## src/design/btp_pkg.sv

```systemverilog
// Shared constants and types of the binary trie prefix table.
package btp_pkg;

	localparam int KEY_BITS   = 32;
	localparam int NODE_COUNT = 1024;
	localparam int DATA_BITS  = 32;
	localparam int IDX_BITS   = $clog2(NODE_COUNT);
	localparam int CNT_BITS   = $clog2(NODE_COUNT + 1);
	localparam int DEPTH_BITS = $clog2(KEY_BITS + 1);
	localparam int STK_DEPTH  = KEY_BITS;
	localparam int STK_BITS   = $clog2(STK_DEPTH);

	localparam logic [1:0] OP_LOOKUP = 2'd0;
	localparam logic [1:0] OP_ADD    = 2'd1;
	localparam logic [1:0] OP_DELETE = 2'd2;

	typedef enum logic [2:0] {
		ST_OK     = 3'd0,
		ST_MISS   = 3'd1,
		ST_EXISTS = 3'd2,
		ST_FULL   = 3'd3,
		ST_BADLEN = 3'd4
	} status_t;

	typedef struct packed {
		logic [1:0]  op;
		logic [31:0] key;
		logic [5:0]  prefix_len;
		logic [31:0] data_in;
	} req_t;

	typedef struct packed {
		status_t     status;
		logic [31:0] data_out;
	} rsp_t;

	typedef struct packed {
		logic                          valid;
		logic [DATA_BITS-1:0]          data;
		logic [1:0]                    has_kid;
		logic [1:0][IDX_BITS-1:0]      kid;
	} node_t;

	typedef struct packed {
		logic [IDX_BITS-1:0] idx;
		logic [1:0]          ph;
	} stk_ent_t;

	typedef enum logic [4:0] {
		DP_NOP,
		DP_INIT_STEP,
		DP_LATCH,
		DP_RD_ROOT,
		DP_LK_STEP,
		DP_FL_RD,
		DP_RT_ALLOC,
		DP_LOAD,
		DP_DESCEND,
		DP_SETVALID,
		DP_LINK,
		DP_ZERO,
		DP_DL_HIT,
		DP_PR_PUSH,
		DP_PR_SKIP,
		DP_PR_DECIDE,
		DP_PR_POP,
		DP_PR_LD,
		DP_PR_ROOTCLR,
		DP_PR_RDPAR,
		DP_PR_PARWR
	} dp_op_t;

	typedef struct packed {
		dp_op_t  op;
		logic    fin;
		status_t st;
	} cmd_t;

	typedef struct packed {
		logic [1:0] op;
		logic       init_last;
		logic       rootp;
		logic       badlen;
		logic       fcnt_zero;
		logic       at_plen;
		logic       at_end;
		logic       kid_rd;
		logic       hit_now;
		logic       kid_nq;
		logic       valid_nq;
		logic       ph_two;
		logic       kid_ph;
		logic       sp_zero;
		logic       removed;
		logic       at_root;
	} sts_t;

endpackage

```

## src/design/btp_ctrl.sv

```systemverilog
// Controller state machine of the binary trie prefix table.
module btp_ctrl (
	input  logic           clk,
	input  logic           arst_n,
	input  logic           start,
	input  btp_pkg::sts_t  sts,
	output btp_pkg::cmd_t  cmd,
	output logic           busy
);

	typedef enum logic [15:0] {
		S_INIT     = 16'h0001,
		S_IDLE     = 16'h0002,
		S_DISP     = 16'h0004,
		S_LK_WALK  = 16'h0008,
		S_RT_ALLOC = 16'h0010,
		S_AD_LD    = 16'h0020,
		S_AD_EV    = 16'h0040,
		S_AD_ALLOC = 16'h0080,
		S_AD_ZERO  = 16'h0100,
		S_DL_LD    = 16'h0200,
		S_DL_EV    = 16'h0400,
		S_PR_EV    = 16'h0800,
		S_PR_POP   = 16'h1000,
		S_PR_LD    = 16'h2000,
		S_PR_FIN   = 16'h4000,
		S_PR_FLD   = 16'h8000
	} state_t;

	state_t state_q, state_n;

	always_ff @(posedge clk or negedge arst_n) begin
		if (!arst_n) begin
			state_q <= S_INIT;
		end else begin
			state_q <= state_n;
		end
	end

	assign busy = (state_q != S_IDLE);

	always_comb begin
		state_n = state_q;
		cmd.op  = btp_pkg::DP_NOP;
		cmd.fin = 1'b0;
		cmd.st  = btp_pkg::ST_MISS;
		unique case (state_q)
			S_INIT: begin
				cmd.op = btp_pkg::DP_INIT_STEP;
				if (sts.init_last) state_n = S_IDLE;
			end
			S_IDLE: begin
				if (start) begin
					cmd.op  = btp_pkg::DP_LATCH;
					state_n = S_DISP;
				end
			end
			S_DISP: begin
				priority if (sts.op == btp_pkg::OP_LOOKUP) begin
					if (!sts.rootp) begin
						cmd.fin = 1'b1;
						state_n = S_IDLE;
					end else begin
						cmd.op  = btp_pkg::DP_RD_ROOT;
						state_n = S_LK_WALK;
					end
				end else if (sts.op == btp_pkg::OP_ADD) begin
					priority if (sts.badlen) begin
						cmd.fin = 1'b1;
						cmd.st  = btp_pkg::ST_BADLEN;
						state_n = S_IDLE;
					end else if (!sts.rootp && sts.fcnt_zero) begin
						cmd.fin = 1'b1;
						cmd.st  = btp_pkg::ST_FULL;
						state_n = S_IDLE;
					end else if (!sts.rootp) begin
						cmd.op  = btp_pkg::DP_FL_RD;
						state_n = S_RT_ALLOC;
					end else begin
						cmd.op  = btp_pkg::DP_RD_ROOT;
						state_n = S_AD_LD;
					end
				end else if (sts.op == btp_pkg::OP_DELETE) begin
					priority if (sts.badlen) begin
						cmd.fin = 1'b1;
						cmd.st  = btp_pkg::ST_BADLEN;
						state_n = S_IDLE;
					end else if (!sts.rootp) begin
						cmd.fin = 1'b1;
						state_n = S_IDLE;
					end else begin
						cmd.op  = btp_pkg::DP_RD_ROOT;
						state_n = S_DL_LD;
					end
				end else begin
					cmd.fin = 1'b1;
					state_n = S_IDLE;
				end
			end
			S_LK_WALK: begin
				cmd.op = btp_pkg::DP_LK_STEP;
				if (sts.at_end || !sts.kid_rd) begin
					cmd.fin = 1'b1;
					cmd.st  = sts.hit_now ? btp_pkg::ST_OK : btp_pkg::ST_MISS;
					state_n = S_IDLE;
				end
			end
			S_RT_ALLOC: begin
				cmd.op  = btp_pkg::DP_RT_ALLOC;
				state_n = S_AD_EV;
			end
			S_AD_LD: begin
				cmd.op  = btp_pkg::DP_LOAD;
				state_n = S_AD_EV;
			end
			S_AD_EV: begin
				priority if (sts.at_plen && sts.valid_nq) begin
					cmd.fin = 1'b1;
					cmd.st  = btp_pkg::ST_EXISTS;
					state_n = S_IDLE;
				end else if (sts.at_plen) begin
					cmd.op  = btp_pkg::DP_SETVALID;
					cmd.fin = 1'b1;
					cmd.st  = btp_pkg::ST_OK;
					state_n = S_IDLE;
				end else if (sts.kid_nq) begin
					cmd.op  = btp_pkg::DP_DESCEND;
					state_n = S_AD_LD;
				end else if (sts.fcnt_zero) begin
					cmd.fin = 1'b1;
					cmd.st  = btp_pkg::ST_FULL;
					state_n = S_IDLE;
				end else begin
					cmd.op  = btp_pkg::DP_FL_RD;
					state_n = S_AD_ALLOC;
				end
			end
			S_AD_ALLOC: begin
				cmd.op  = btp_pkg::DP_LINK;
				state_n = S_AD_ZERO;
			end
			S_AD_ZERO: begin
				cmd.op  = btp_pkg::DP_ZERO;
				state_n = S_AD_EV;
			end
			S_DL_LD: begin
				cmd.op  = btp_pkg::DP_LOAD;
				state_n = S_DL_EV;
			end
			S_DL_EV: begin
				priority if (sts.at_plen && sts.valid_nq) begin
					cmd.op  = btp_pkg::DP_DL_HIT;
					state_n = S_PR_EV;
				end else if (!sts.at_plen && sts.kid_nq) begin
					cmd.op  = btp_pkg::DP_DESCEND;
					state_n = S_DL_LD;
				end else begin
					cmd.fin = 1'b1;
					state_n = S_IDLE;
				end
			end
			S_PR_EV: begin
				priority if (!sts.ph_two && sts.kid_ph) begin
					cmd.op  = btp_pkg::DP_PR_PUSH;
					state_n = S_PR_LD;
				end else if (!sts.ph_two) begin
					cmd.op = btp_pkg::DP_PR_SKIP;
				end else begin
					cmd.op  = btp_pkg::DP_PR_DECIDE;
					state_n = sts.sp_zero ? S_PR_FIN : S_PR_POP;
				end
			end
			S_PR_POP: begin
				cmd.op  = btp_pkg::DP_PR_POP;
				state_n = S_PR_LD;
			end
			S_PR_LD: begin
				cmd.op  = btp_pkg::DP_PR_LD;
				state_n = S_PR_EV;
			end
			S_PR_FIN: begin
				priority if (sts.removed && !sts.at_root) begin
					cmd.op  = btp_pkg::DP_PR_RDPAR;
					state_n = S_PR_FLD;
				end else begin
					if (sts.removed) cmd.op = btp_pkg::DP_PR_ROOTCLR;
					cmd.fin = 1'b1;
					cmd.st  = btp_pkg::ST_OK;
					state_n = S_IDLE;
				end
			end
			S_PR_FLD: begin
				cmd.op  = btp_pkg::DP_PR_PARWR;
				cmd.fin = 1'b1;
				cmd.st  = btp_pkg::ST_OK;
				state_n = S_IDLE;
			end
			default: begin
				state_n = S_INIT;
			end
		endcase
	end

endmodule

```

## config.mk

```make
export PLATFORM = sky130hd
export DESIGN_NAME = btp_ctrl
export DESIGN_NICKNAME = d
export VERILOG_FILES = /design/src/design/btp_pkg.sv /design/src/design/btp_ctrl.sv
export SDC_FILE = /design/constraint.sdc
export NUM_CORES = 1
export LEC_CHECK = 0
export BUFFER_PORTS_ARGS = -buffer_cell sky130_fd_sc_hd__buf_2
export CAP_MARGIN = 15
export CORE_ASPECT_RATIO = 1.1
export CORE_MARGIN = 4
export CORE_UTILIZATION = 39
export DETAILED_ROUTE_END_ITERATION = 8
export GPL_TIMING_DRIVEN = 0
export PLACE_DENSITY = 0.61
export SLEW_MARGIN = 20
export SYNTH_ARGS = -nofsm -noshare
export SYNTH_HDL_FRONTEND = slang
export SYNTH_SLANG_ARGS = --single-unit
```

## constraint.sdc

```tcl
create_clock -name clk -period 3.3 [get_ports clk]
set_input_delay 0 -clock clk [delete_from_list [all_inputs] [get_ports clk]]
set_output_delay 0 -clock clk [all_outputs]
set_load 0.005 [all_outputs]
```

# After elaboration in Yosys (flattened, before gate mapping)
# Index checks and enable logic that the tools add are counted.
[word_totals]
out_inout_bits = 10
input_bits = 20
romBits = 0
reg_bits = 16
mem_bits_rw = 0
wordCells = 100
n_memories = 0
latch_bits = 0
[op_classes]
reduce_logical = 15
mul = 0
n_eq_ne = 23
add_sub_neg = 0
order_cmp = 0
shifts = 0
mux = 61
bitwise = 0
div = 0
[op_table]
columns = ["cell", "n"]
rows = [
  ["16-bit 2-to-1 mux", 16],
  ["16-bit case mux with 14 select lines", 1],
  ["5-bit case mux with 15 select lines", 1],
  ["4-bit 2-to-1 mux", 11],
  ["5-bit 2-to-1 mux", 5],
  ["10-bit 2-to-1 mux", 2],
  ["3-bit 2-to-1 mux", 6],
  ["9-bit 2-to-1 mux", 2],
  ["16-bit by 1-bit == test with 1-bit output, second input constant", 1],
  ["16-bit by 10-bit == test with 1-bit output, second input constant", 1],
  ["16-bit by 11-bit == test with 1-bit output, second input constant", 1],
  ["16-bit by 12-bit == test with 1-bit output, second input constant", 1],
  ["16-bit by 13-bit == test with 1-bit output, second input constant", 1],
  ["16-bit by 14-bit == test with 1-bit output, second input constant", 1],
  ["16-bit by 15-bit == test with 1-bit output, second input constant", 1],
  ["16-bit == test, second input constant", 1],
  ["16-bit by 2-bit == test with 1-bit output, second input constant", 1],
  ["16-bit by 3-bit == test with 1-bit output, second input constant", 1],
  ["16-bit by 4-bit == test with 1-bit output, second input constant", 1],
  ["16-bit by 5-bit == test with 1-bit output, second input constant", 1],
  ["16-bit by 6-bit == test with 1-bit output, second input constant", 1],
  ["16-bit by 7-bit == test with 1-bit output, second input constant", 1],
  ["16-bit by 8-bit == test with 1-bit output, second input constant", 1],
  ["16-bit by 9-bit == test with 1-bit output, second input constant", 1],
  ["19 further kinds", 39],
]

# Logic depth before layout (Yosys ltp)
# Gate-level depths: netlist of run 1.
[logic_depth]
ltp_word = 7
ltp_mapped = 7
ltp_nobuf = 5

# Least setup slack after synthesis of run 1
# Ideal clock, no wire load.
[synth_timing]
path_type = "reg2reg"
startpoint = "register state_q[1]"
endpoint = "register state_q[1]"
t_required_ns = 3.197
setup_time_ns = 0.103
path_stages_with_launch = 7
n_path_buf = 1
slack_ns = 1.166
arrival_ns = 2.030
path_cell_list = "dfrtp_1 buf_6 or4_4 or4_4 a211oi_2 nor4_1 o41ai_2"
[synth_between]
elab_chain_len = 3
word_cells_on_any_way = 23
[synth_lines]
columns = ["element", "line", "rtl"]
rows = [
  ["start: declaration", "btp_ctrl.sv:30", "state_t state_q, state_n;"],
  ["start signal: assignment", "btp_ctrl.sv:36", "state_q <= state_n;"],
  ["16-bit by 9-bit == test with 1-bit output (tied with other cells)", "btp_ctrl.sv:47", "unique case (state_q)"],
  ["3-bit OR reduction (no line) (tied with other cells)", "-", ""],
  ["16-bit case mux with 14 select lines / 4-bit AND reduction (equally long branches)", "-", ""],
]
# Several ways; a longest one is shown, not always the timed one.
# A chain may end at the register's enable or synchronous reset.

# Worst setup path after layout of run 1
[layout_timing]
startpoint = "register state_q[12]"
endpoint = "register state_q[7]"
# The elaborated chain is that of the path after synthesis.

==> results.cfg, run 1 <==
[setup_path]
critPathMaxStageDelay_ps = 620
crit_path_end_kind = flop
worstPathArrival_ps = 3100
critPathBufInv = 2
critPathRequiredTime_ps = 3530
crit_type = reg2reg
cp_common_cell = nor4_1
path_cells = nor4_1 -> clkbuf_1 -> nand4_1 -> nor4_1 -> dlygate4sd3_1
cpMaxStageDelayCell = dlygate4sd3_1
startpoint_type = flop
critical_path.top_delay_family = simple AND/OR/NAND/NOR gates
critPathMaxFanout = 10

[final_layout]
multi_input_area_um2 = 960
regMostFlops = state_q
final_area_mm2 = 0.00178
antenna_cells = 0
drive_gt1_frac = 0.207
nets = 243
nFillCells = 347
top_regs = state_q x16
syn_to_final_growth_pct = 24.5
seqCellArea_um2 = 402
largest_reg_flops = 16

[die]
core_area_mm2 = 0.00344
die_w_um = 65.8
initial_utilization = 0.416
die_h_um = 71.6
fp-row-count = 22
ios = 30
die_area_mm2 = 0.00471

[run_status]
status = finished clean

[cts]
clk_pin_slew_ps = 110
clk_latency_ps = 300
clk_path_buf_depth = 2
clock-root-buffer = clkbuf_4
h-tree-depth = 1
cts_buffers = 3
cts_resized = 0
holdBufCountCts = 11
cts_tree = done
postCtsSetupBuffers = 0
clkSinkCount = 16

[yosys]
ys_seq_area_frac = 0.280
synth-compound-area-share = 0.169
syn_inst = 178
ys_types = 46
synth_top_area_cell = dfrtp_1
synth-simple-area-share = 0.432
synth_top_cell_area_share = 0.262
synth_area_mm2 = 0.00143
synthMuxAreaShare = 0
synth_adder_area_share = 0.00699
ys_ff_latch = 16
synth_area_leaders = dfrtp_1 26%, nand4_1 5.7%, nor2_1 5.0%, nor4b_1 4.9%, nand2_1 3.7%
ys_warn_count = 0
synth_nets = 198
synth_xor_area_frac = 0.0611
synth_top_family_by_area = simple AND/OR/NAND/NOR gates
avgSynthCellArea_um2 = 8.05

[power]
p_int_uw = 403
total_power_uw = 644
netSwitchingPower_uw = 241
power_density_mw_per_mm2 = 361
leakagePower_nw = 0.834
max-vdd-ir-drop_mv = 0.147
switching_share = 0.374
power_frac_clock = 0.214
power.share.sequential = 0.336
p_comb_frac = 0.450

[sta]
fin_setup_tns_ps = 0
fin_crit_sh = 0.870
clock_skew_ps = 11.8
hold_viol_final = 0
slew_violations = 0
max_slew.worst_pin.slew_ps = 647
clock.fmax_mhz = 348
slew_headroom = 0.565
setup_viol = 0
finalCriticalPeriod_ps = 2870
rsz0062_at_grt = no

[global_routing]
grt_max_degree = 17
antenna_found_initial = 0
grt_pass1_vias = 1457
grt_overflow_total = 0
grt_pass1_wl_mm = 6.95
track_usage = 0.188

[placement]
dpl_cell_area_mm2 = 0.00164
dp_hpwl_mm = 3.24
routabilityCongestion = 0.899
numPortBuffers = 29

[job]
maxCapViolCount = 0

[drt]
wl_per_cell_um = 15.6
initialDrtViolationCount = 150
ant_nets = 0
via_count = 1549
drt_first_pass_iters = 4
routed_via_density = 5.74
remaining_drc_errors = 0
drt-total-wl_mm = 4.21

[worst_hold_path]
hold_path_class = in2reg
[through the flow]
step	hold slack (ps)	util	setup WS [ps]	instances
finish	33.6	0.519	430	270
global route	23.0	0.519	248	270
CTS	28.7	0.519	552	270
detailed placement	-49.6	0.476	754	255
global placement	-59.4	0.476	787	255
floorplan	-296	-	1170	178
[power by group through the flow]
stage	clock network [mW]	registers [mW]	logic (mW)
after global routing	0.153	0.218	0.321
final	0.138	0.216	0.290
after global placement	0	0.220	0.274
after CTS	0.143	0.217	0.288
after floorplan	0	0.220	0.197
after detailed placement	0	0.220	0.280
[placed cells by master, fill, tap and decap left out, types with 3 or more instances in the layout]
cell and instances:
inv_1 5, nand2b_1 4, nor4_1 7, nor4b_1 8, dfrtp_1 15, nor2_1 19
dlygate4sd3_1 11, clkbuf_4 3, xnor2_1 5, nor3_1 5, clkbuf_1 6, a21oi_1 5
o22ai_1 4, o211ai_1 3, buf_2 32, nand3_1 3, nor2b_1 8, nor3b_1 3
xor2_1 5, and3_1 3, nand4_1 13, nand2_1 14, o21ai_0 8
[cell usage after synthesis, drive strengths merged]
master   count
o22ai        4
or3b         1
a21o         1
buf          5
a211oi       2
o21ai        8
or4          4
nor3         5
xor2         5
nand3        3
nor2        19
a221oi       1
a32oi        1
o211ai       3
or4b         2
nand3b       1
o41ai        2
clkbuf       6
nand2b       4
and3         3
nor4b        8
inv          5
dfstp        1
o2bb2ai      1
nor3b        3
or2          1
nor2b        8
o2111ai      2
nor4        10
and4         2
xnor2        5
a22o         1
a211o        2
dfrtp       15
a21oi        5
nand2       14
maj3         1
nand4       13
o31ai        1
[final cells by class]
class | instances | share of cell area
Buffer | 11 | 0.0295
Multi-Input combinational cell | 146 | 0.538
Clock buffer | 4 | 0.0203
Inverter | 5 | 0.0105
Timing Repair Buffer | 40 | 0.143
Sequential cell | 16 | 0.225
Tap cell | 48 | 0.0337
[worst paths after layout]
kind	end	slack, ps	cells past startpoint	from
min in group asynchronous	state_q[1]	140	2	arst_n
max in group asynchronous	state_q[0]	2840	2	arst_n
setup reg to reg	state_q[7]	430	5	state_q[12]
hold / removal	state_q[0]	30	3	sts[14]
setup / recovery	state_q[7]	430	5	state_q[12]
hold reg to reg	state_q[13]	690	3	state_q[13]
[cell families (layout without fill, tap and decap cells)]
kind of cell    after synthesis  in the layout
flops                        16             16
buf+inv                      16             60
xor+xnor                     10             10
fa+ha+maj                     1              1
compound gates               34             34
simple gates                101            101
[worst register-to-register path: cells and delay by family, from the launching register on]
kind	cells	cell delay (ps)
DFF	1	480
and+or+nand+nor	3	1350
buffers and inverters	2	1000
[layer usage]
metal	global-route usage	vias to the layer above	wire (um)
met1	0.258	712	1850
met2	0.303	62	2030
met3	0.0251	7	265
li1	-	768	-
met5	0	-	0
met4	0.0645	0	74
(Power assumes the default switching activity.)
==> run 2, diff against run 1 <==
BUFFER_PORTS_ARGS = -buffer_cell sky130_fd_sc_hd__buf_4   (was -buffer_cell sky130_fd_sc_hd__buf_2)
==> run 2 against run 1 <==
  * Global-route usage shrank 0.30 points
  * Final cell count rose by 0.37%
  * Die area unchanged
  * Maximum frequency grew 1.7%
  * Core utilization rose by 2.4 points
  * Register-to-register slack better by 50 ps
  * Routed wire length up 0.88%
  * Flip-flop and latch count did not move
==> results.cfg, run 2 (same netlist as run 1, synthesis figures left out) <==
[run_status]
status = finished clean

[setup_path]
crit_type = reg2reg
startpoint_type = flop
critical_path.top_delay_family = simple AND/OR/NAND/NOR gates
critPathMaxStageDelay_ps = 620
r2r-start = state_q[12]
startpoint = state_q[12]
worstPathArrival_ps = 3060
cp_common_cell = nor4_1
cpMaxStageDelayCell = dlygate4sd3_1
crit_path_end_kind = flop
path_cells = nor4_1 -> clkbuf_1 -> nand4_1 -> nor4_1 -> dlygate4sd3_1
r2r_cells = 5
cp.depth = 5
critPathMaxFanout = 10
critPathBufInv = 2
critPathRequiredTime_ps = 3540

[cts]
cts_buffers = 3
clk_pin_slew_ps = 110
clk_path_buf_depth = 2
clk_latency_ps = 300
cts_tree = done
clock-root-buffer = clkbuf_4
clkSinkCount = 16
h-tree-depth = 1

[final_layout]
drive_gt1_frac = 0.206
layout_commonest_cell = buf_4
top_regs = state_q x16
layout_common_cells = 29 x buf_4, 19 x nor2_1, 15 x dfrtp_1, 14 x nand2_1, 13 x nand4_1
nets = 244
largest_reg_flops = 16
nFillCells = 326
antenna_cells = 0
fin_util = 0.543
syn_to_final_growth_pct = 30.3
regMostFlops = state_q

[drt]
drt_first_pass_iters = 4
wl_per_cell_um = 15.7
drt-total-wl_mm = 4.25
remaining_drc_errors = 0
initialDrtViolationCount = 136
routed_via_density = 5.82
via_count = 1578
ant_nets = 0

[power]
switching_share = 0.366
total_power_uw = 659
power_frac_clock = 0.210
p_int_uw = 418
leakagePower_nw = 0.858
power.share.sequential = 0.329
netSwitchingPower_uw = 241
p_comb_frac = 0.461
max-vdd-ir-drop_mv = 0.191
power_density_mw_per_mm2 = 353

[die]
ios = 30
die_area_mm2 = 0.00471
initial_utilization = 0.416
die_h_um = 71.6
core_area_mm2 = 0.00344
die_w_um = 65.8
fp-row-count = 22

[sta]
slew_headroom = 0.562
hold_viol_final = 0
slew_violations = 0
setup_viol = 0
fin_setup_tns_ps = 0
rsz0062_at_grt = no
clock_skew_ps = 8.09
max_slew.worst_pin.slew_ps = 652
finalCriticalPeriod_ps = 2820
clock.fmax_mhz = 354
fin_crit_sh = 0.855
setup_ws_ps = 478

[placement]
pre_cts_ws_ps = 779
dp_hpwl_mm = 3.28
routabilityCongestion = 0.931
numPortBuffers = 29

[worst_hold_path]
whs_path_depth = 4
min_from = sts[15]
hold_path_class = in2reg

[job]
maxCapViolCount = 0

[global_routing]
track_usage = 0.185
grt_overflow_total = 0
grt_max_degree = 17
grt_pass1_vias = 1508
grt_pass1_wl_mm = 6.82
antenna_found_initial = 0
==> run 2: worst register-to-register path, stage by stage, from the launching register on <==
cell,delay (ps)
dfrtp_1,470
nor4_1,470
clkbuf_1,390
nand4_1,380
nor4_1,430
dlygate4sd3_1,620
==> run 2: final cells by class <==
class | count | area (um2) | share of cell area
plain buffers | 11 | 52.6 | 0.0282
clock buffers | 4 | 36.3 | 0.0194
inverters | 5 | 18.8 | 0.0101
multi-input cells | 146 | 960 | 0.514
flip-flops and latches | 16 | 402 | 0.215
well taps | 48 | 60.1 | 0.0322
repair buffers | 41 | 338 | 0.181
==> run 2: timing repair <==
action,4_1_cts,5_1_grt
gates resized for setup,0,0
hold buffers,12,0
hold endpoints to repair,24,0
setup buffers,0,0
==> run 2: worst paths after layout <==
path,to,slack (ps)
max in group asynchronous,state_q[0],2950
worst max-delay path,state_q[7],480
min in group asynchronous,state_q[1],90
worst max register to register,state_q[7],480
worst min-delay path,state_q[9],10
worst min register to register,state_q[13],660
==> run 2: power groups by stage <==
| stage | Clock, mW | Sequential (mW) | Combinational [mW] |
|---|---|---|---|
| 2_1_floorplan | 0 | 0.220 | 0.197 |
| 3_3_place_gp | 0 | 0.220 | 0.291 |
| 3_5_place_dp | 0 | 0.221 | 0.292 |
| 4_1_cts | 0.143 | 0.217 | 0.302 |
| 5_1_grt | 0.153 | 0.218 | 0.335 |
| 6_report | 0.139 | 0.217 | 0.304 |
==> run 2: per-stage QoR <==
step | cells | hold slack, ps | cell area, um2
6_report | 271 | 10.3 | 1870
5_1_grt | 271 | 11.9 | 1870
4_1_cts | 271 | 10.0 | 1870
3_5_place_dp | 255 | -119 | 1710
3_3_place_gp | 255 | -124 | 1710
2_1_floorplan | 178 | -296 | 1430
==> run 2: layer usage <==
metal / track usage / routed length (um)
met1: 0.242 / 1930
met3: 0.0329 / 244
met2: 0.303 / 1980
met4: 0.0691 / 95
met5: 0 / 0
==> run 3, diff against run 2 <==
CORE_ASPECT_RATIO = 0.75   (was 1.1)
==> run 3 against run 2 <==
  * Flip-flop and latch count unchanged
  * Final cell count decreased by 0.37%
  * Setup slack got worse by 230 ps
  * Core utilization increased by 0.38 points
  * Combinational power about the same
  * Global-route usage increased by 1.3 points
  * Sequential share of layout area increased by 0.10 points
  * Non-clock buffer count decreased by 3
  * Maximum frequency decreased by 7.5%
  * Register-to-register slack got worse by 230 ps
  * Largest cell class unchanged
==> results.cfg, run 3 (same netlist as run 1, synthesis figures left out) <==
[die]
initial_utilization = 0.421
die_area_mm2 = 0.00472
die_w_um = 78.0
core_area_mm2 = 0.00340
fp-row-count = 18
die_h_um = 60.5
ios = 30

[power]
power_density_mw_per_mm2 = 378
max-vdd-ir-drop_mv = 0.297
leakagePower_nw = 0.853
total_power_uw = 702

[sta]
slew_violations = 0
hold_viol_final = 0
clock_skew_ps = 1.24
fin_setup_tns_ps = 0
setup_viol = 0
max_slew.worst_pin.slew_ps = 711
finalCriticalPeriod_ps = 3050
slew_headroom = 0.522
rsz0062_at_grt = no
fin_crit_sh = 0.925
clock.fmax_mhz = 328

[cts]
clock-root-buffer = clkbuf_8
clkSinkCount = 16
cts_buffers = 3
h-tree-depth = 1
cts_resized = 0
clk_path_buf_depth = 2
cts_tree = done
clk_pin_slew_ps = 70
clk_latency_ps = 260

[global_routing]
grt_max_degree = 17
grtUsageMet3 = 0.0371
antenna_found_initial = 0
grt_pass1_wl_mm = 7.37
use_met1 = 0.276
grt_overflow_total = 0
top_usage_layer = met2
grtUsageMet2 = 0.326
track_usage = 0.199
grt_pass1_vias = 1529

[final_layout]
layout_common_cells = 29 x buf_4, 19 x nor2_1, 15 x dfrtp_1, 14 x nand2_1, 13 x nand4_1
layout_commonest_cell = buf_4
top_regs = state_q x16
drive_gt1_frac = 0.209
antenna_cells = 0
syn_to_final_growth_pct = 29.7
final_cells = 270
final_area_mm2 = 0.00186
nets = 241
largest_reg_flops = 16
regMostFlops = state_q

[placement]
dp_hpwl_mm = 3.41
routabilityCongestion = 0.892
dpl_cell_area_mm2 = 0.00171
dpl.cell_count = 257
numPortBuffers = 29

[drt]
wl_per_cell_um = 16.8
initialDrtViolationCount = 126
via_count = 1618
routed_via_density = 5.99
drt_first_pass_iters = 4
ant_nets = 0
remaining_drc_errors = 0
drt-total-wl_mm = 4.53

[setup_path]
crit_path_end_kind = flop
worstPathArrival_ps = 3250
startpoint = state_q[12]
critPathRequiredTime_ps = 3500
critPathMaxFanout = 10
r2r-start = state_q[12]
crit_type = reg2reg
startpoint_type = flop

[run_status]
status = finished clean

[worst_hold_path]
hold_path_class = in2reg
min_from = sts[4]

[job]
maxCapViolCount = 0
run 3: cell count changes in the layout (fill, tap and decap cells not counted), sizes merged:
cell         change
dlygate4sd3      -3
run 3: power breakdown:
part / switching [mW] / internal, mW
combinational: 0.167 / 0.136
sequential: 0.00402 / 0.213
clock: 0.0759 / 0.106
total: 0.247 / 0.455
run 3: routing by layer:
| layer | share of wire | vias up |
|---|---|---|
| met1 | 0.47 | 779 |
| met4 | 0.011 | 0 |
| met3 | 0.079 | 6 |
| li1 | - | 761 |
| met5 | 0 | - |
| met2 | 0.43 | 72 |
run 3: per-stage QoR:
step | hold WS (ps) | worst slack (ps) | utilization
2_1_floorplan | -296 | 1170 | -
3_3_place_gp | -125 | 664 | 0.504
3_5_place_dp | -122 | 716 | 0.504
4_1_cts | 9.40 | 389 | 0.546
5_1_grt | 21.1 | 74.3 | 0.546
6_report | 7.21 | 248 | 0.546
run 3: area by class of cell:
cell class              instances  area (um2)
repair buffers                 38         308
fillers                       322        1540
inverters                       5        18.8
multi-input cells             146         960
flip-flops and latches         16         402
well taps                      50        62.6
clock buffers                   4        55.1
plain buffers                  11        52.6
run 3: final timing paths:
kind	end	slack, ps	cells after the start
max	state_q[7]	250	5
min	state_q[14]	7	2
max reg2reg	state_q[7]	250	5
min reg2reg	state_q[13]	650	3
max in group asynchronous	state_q[0]	2890	2
min in group asynchronous	state_q[10]	150	2
run 3: what timing repair did:
action / CTS / global route
hold buffers: 9 / 0
buffers inserted: 0 / 0
endpoints found under the hold margin: 21 / 0
run 3: critical path, stage by stage (launching register included):
cell and delay [ps]:
dfrtp_1 460, nor4_1 610, clkbuf_1 430, nand4_1 380, nor4_1 510, dlygate4sd3_1 620
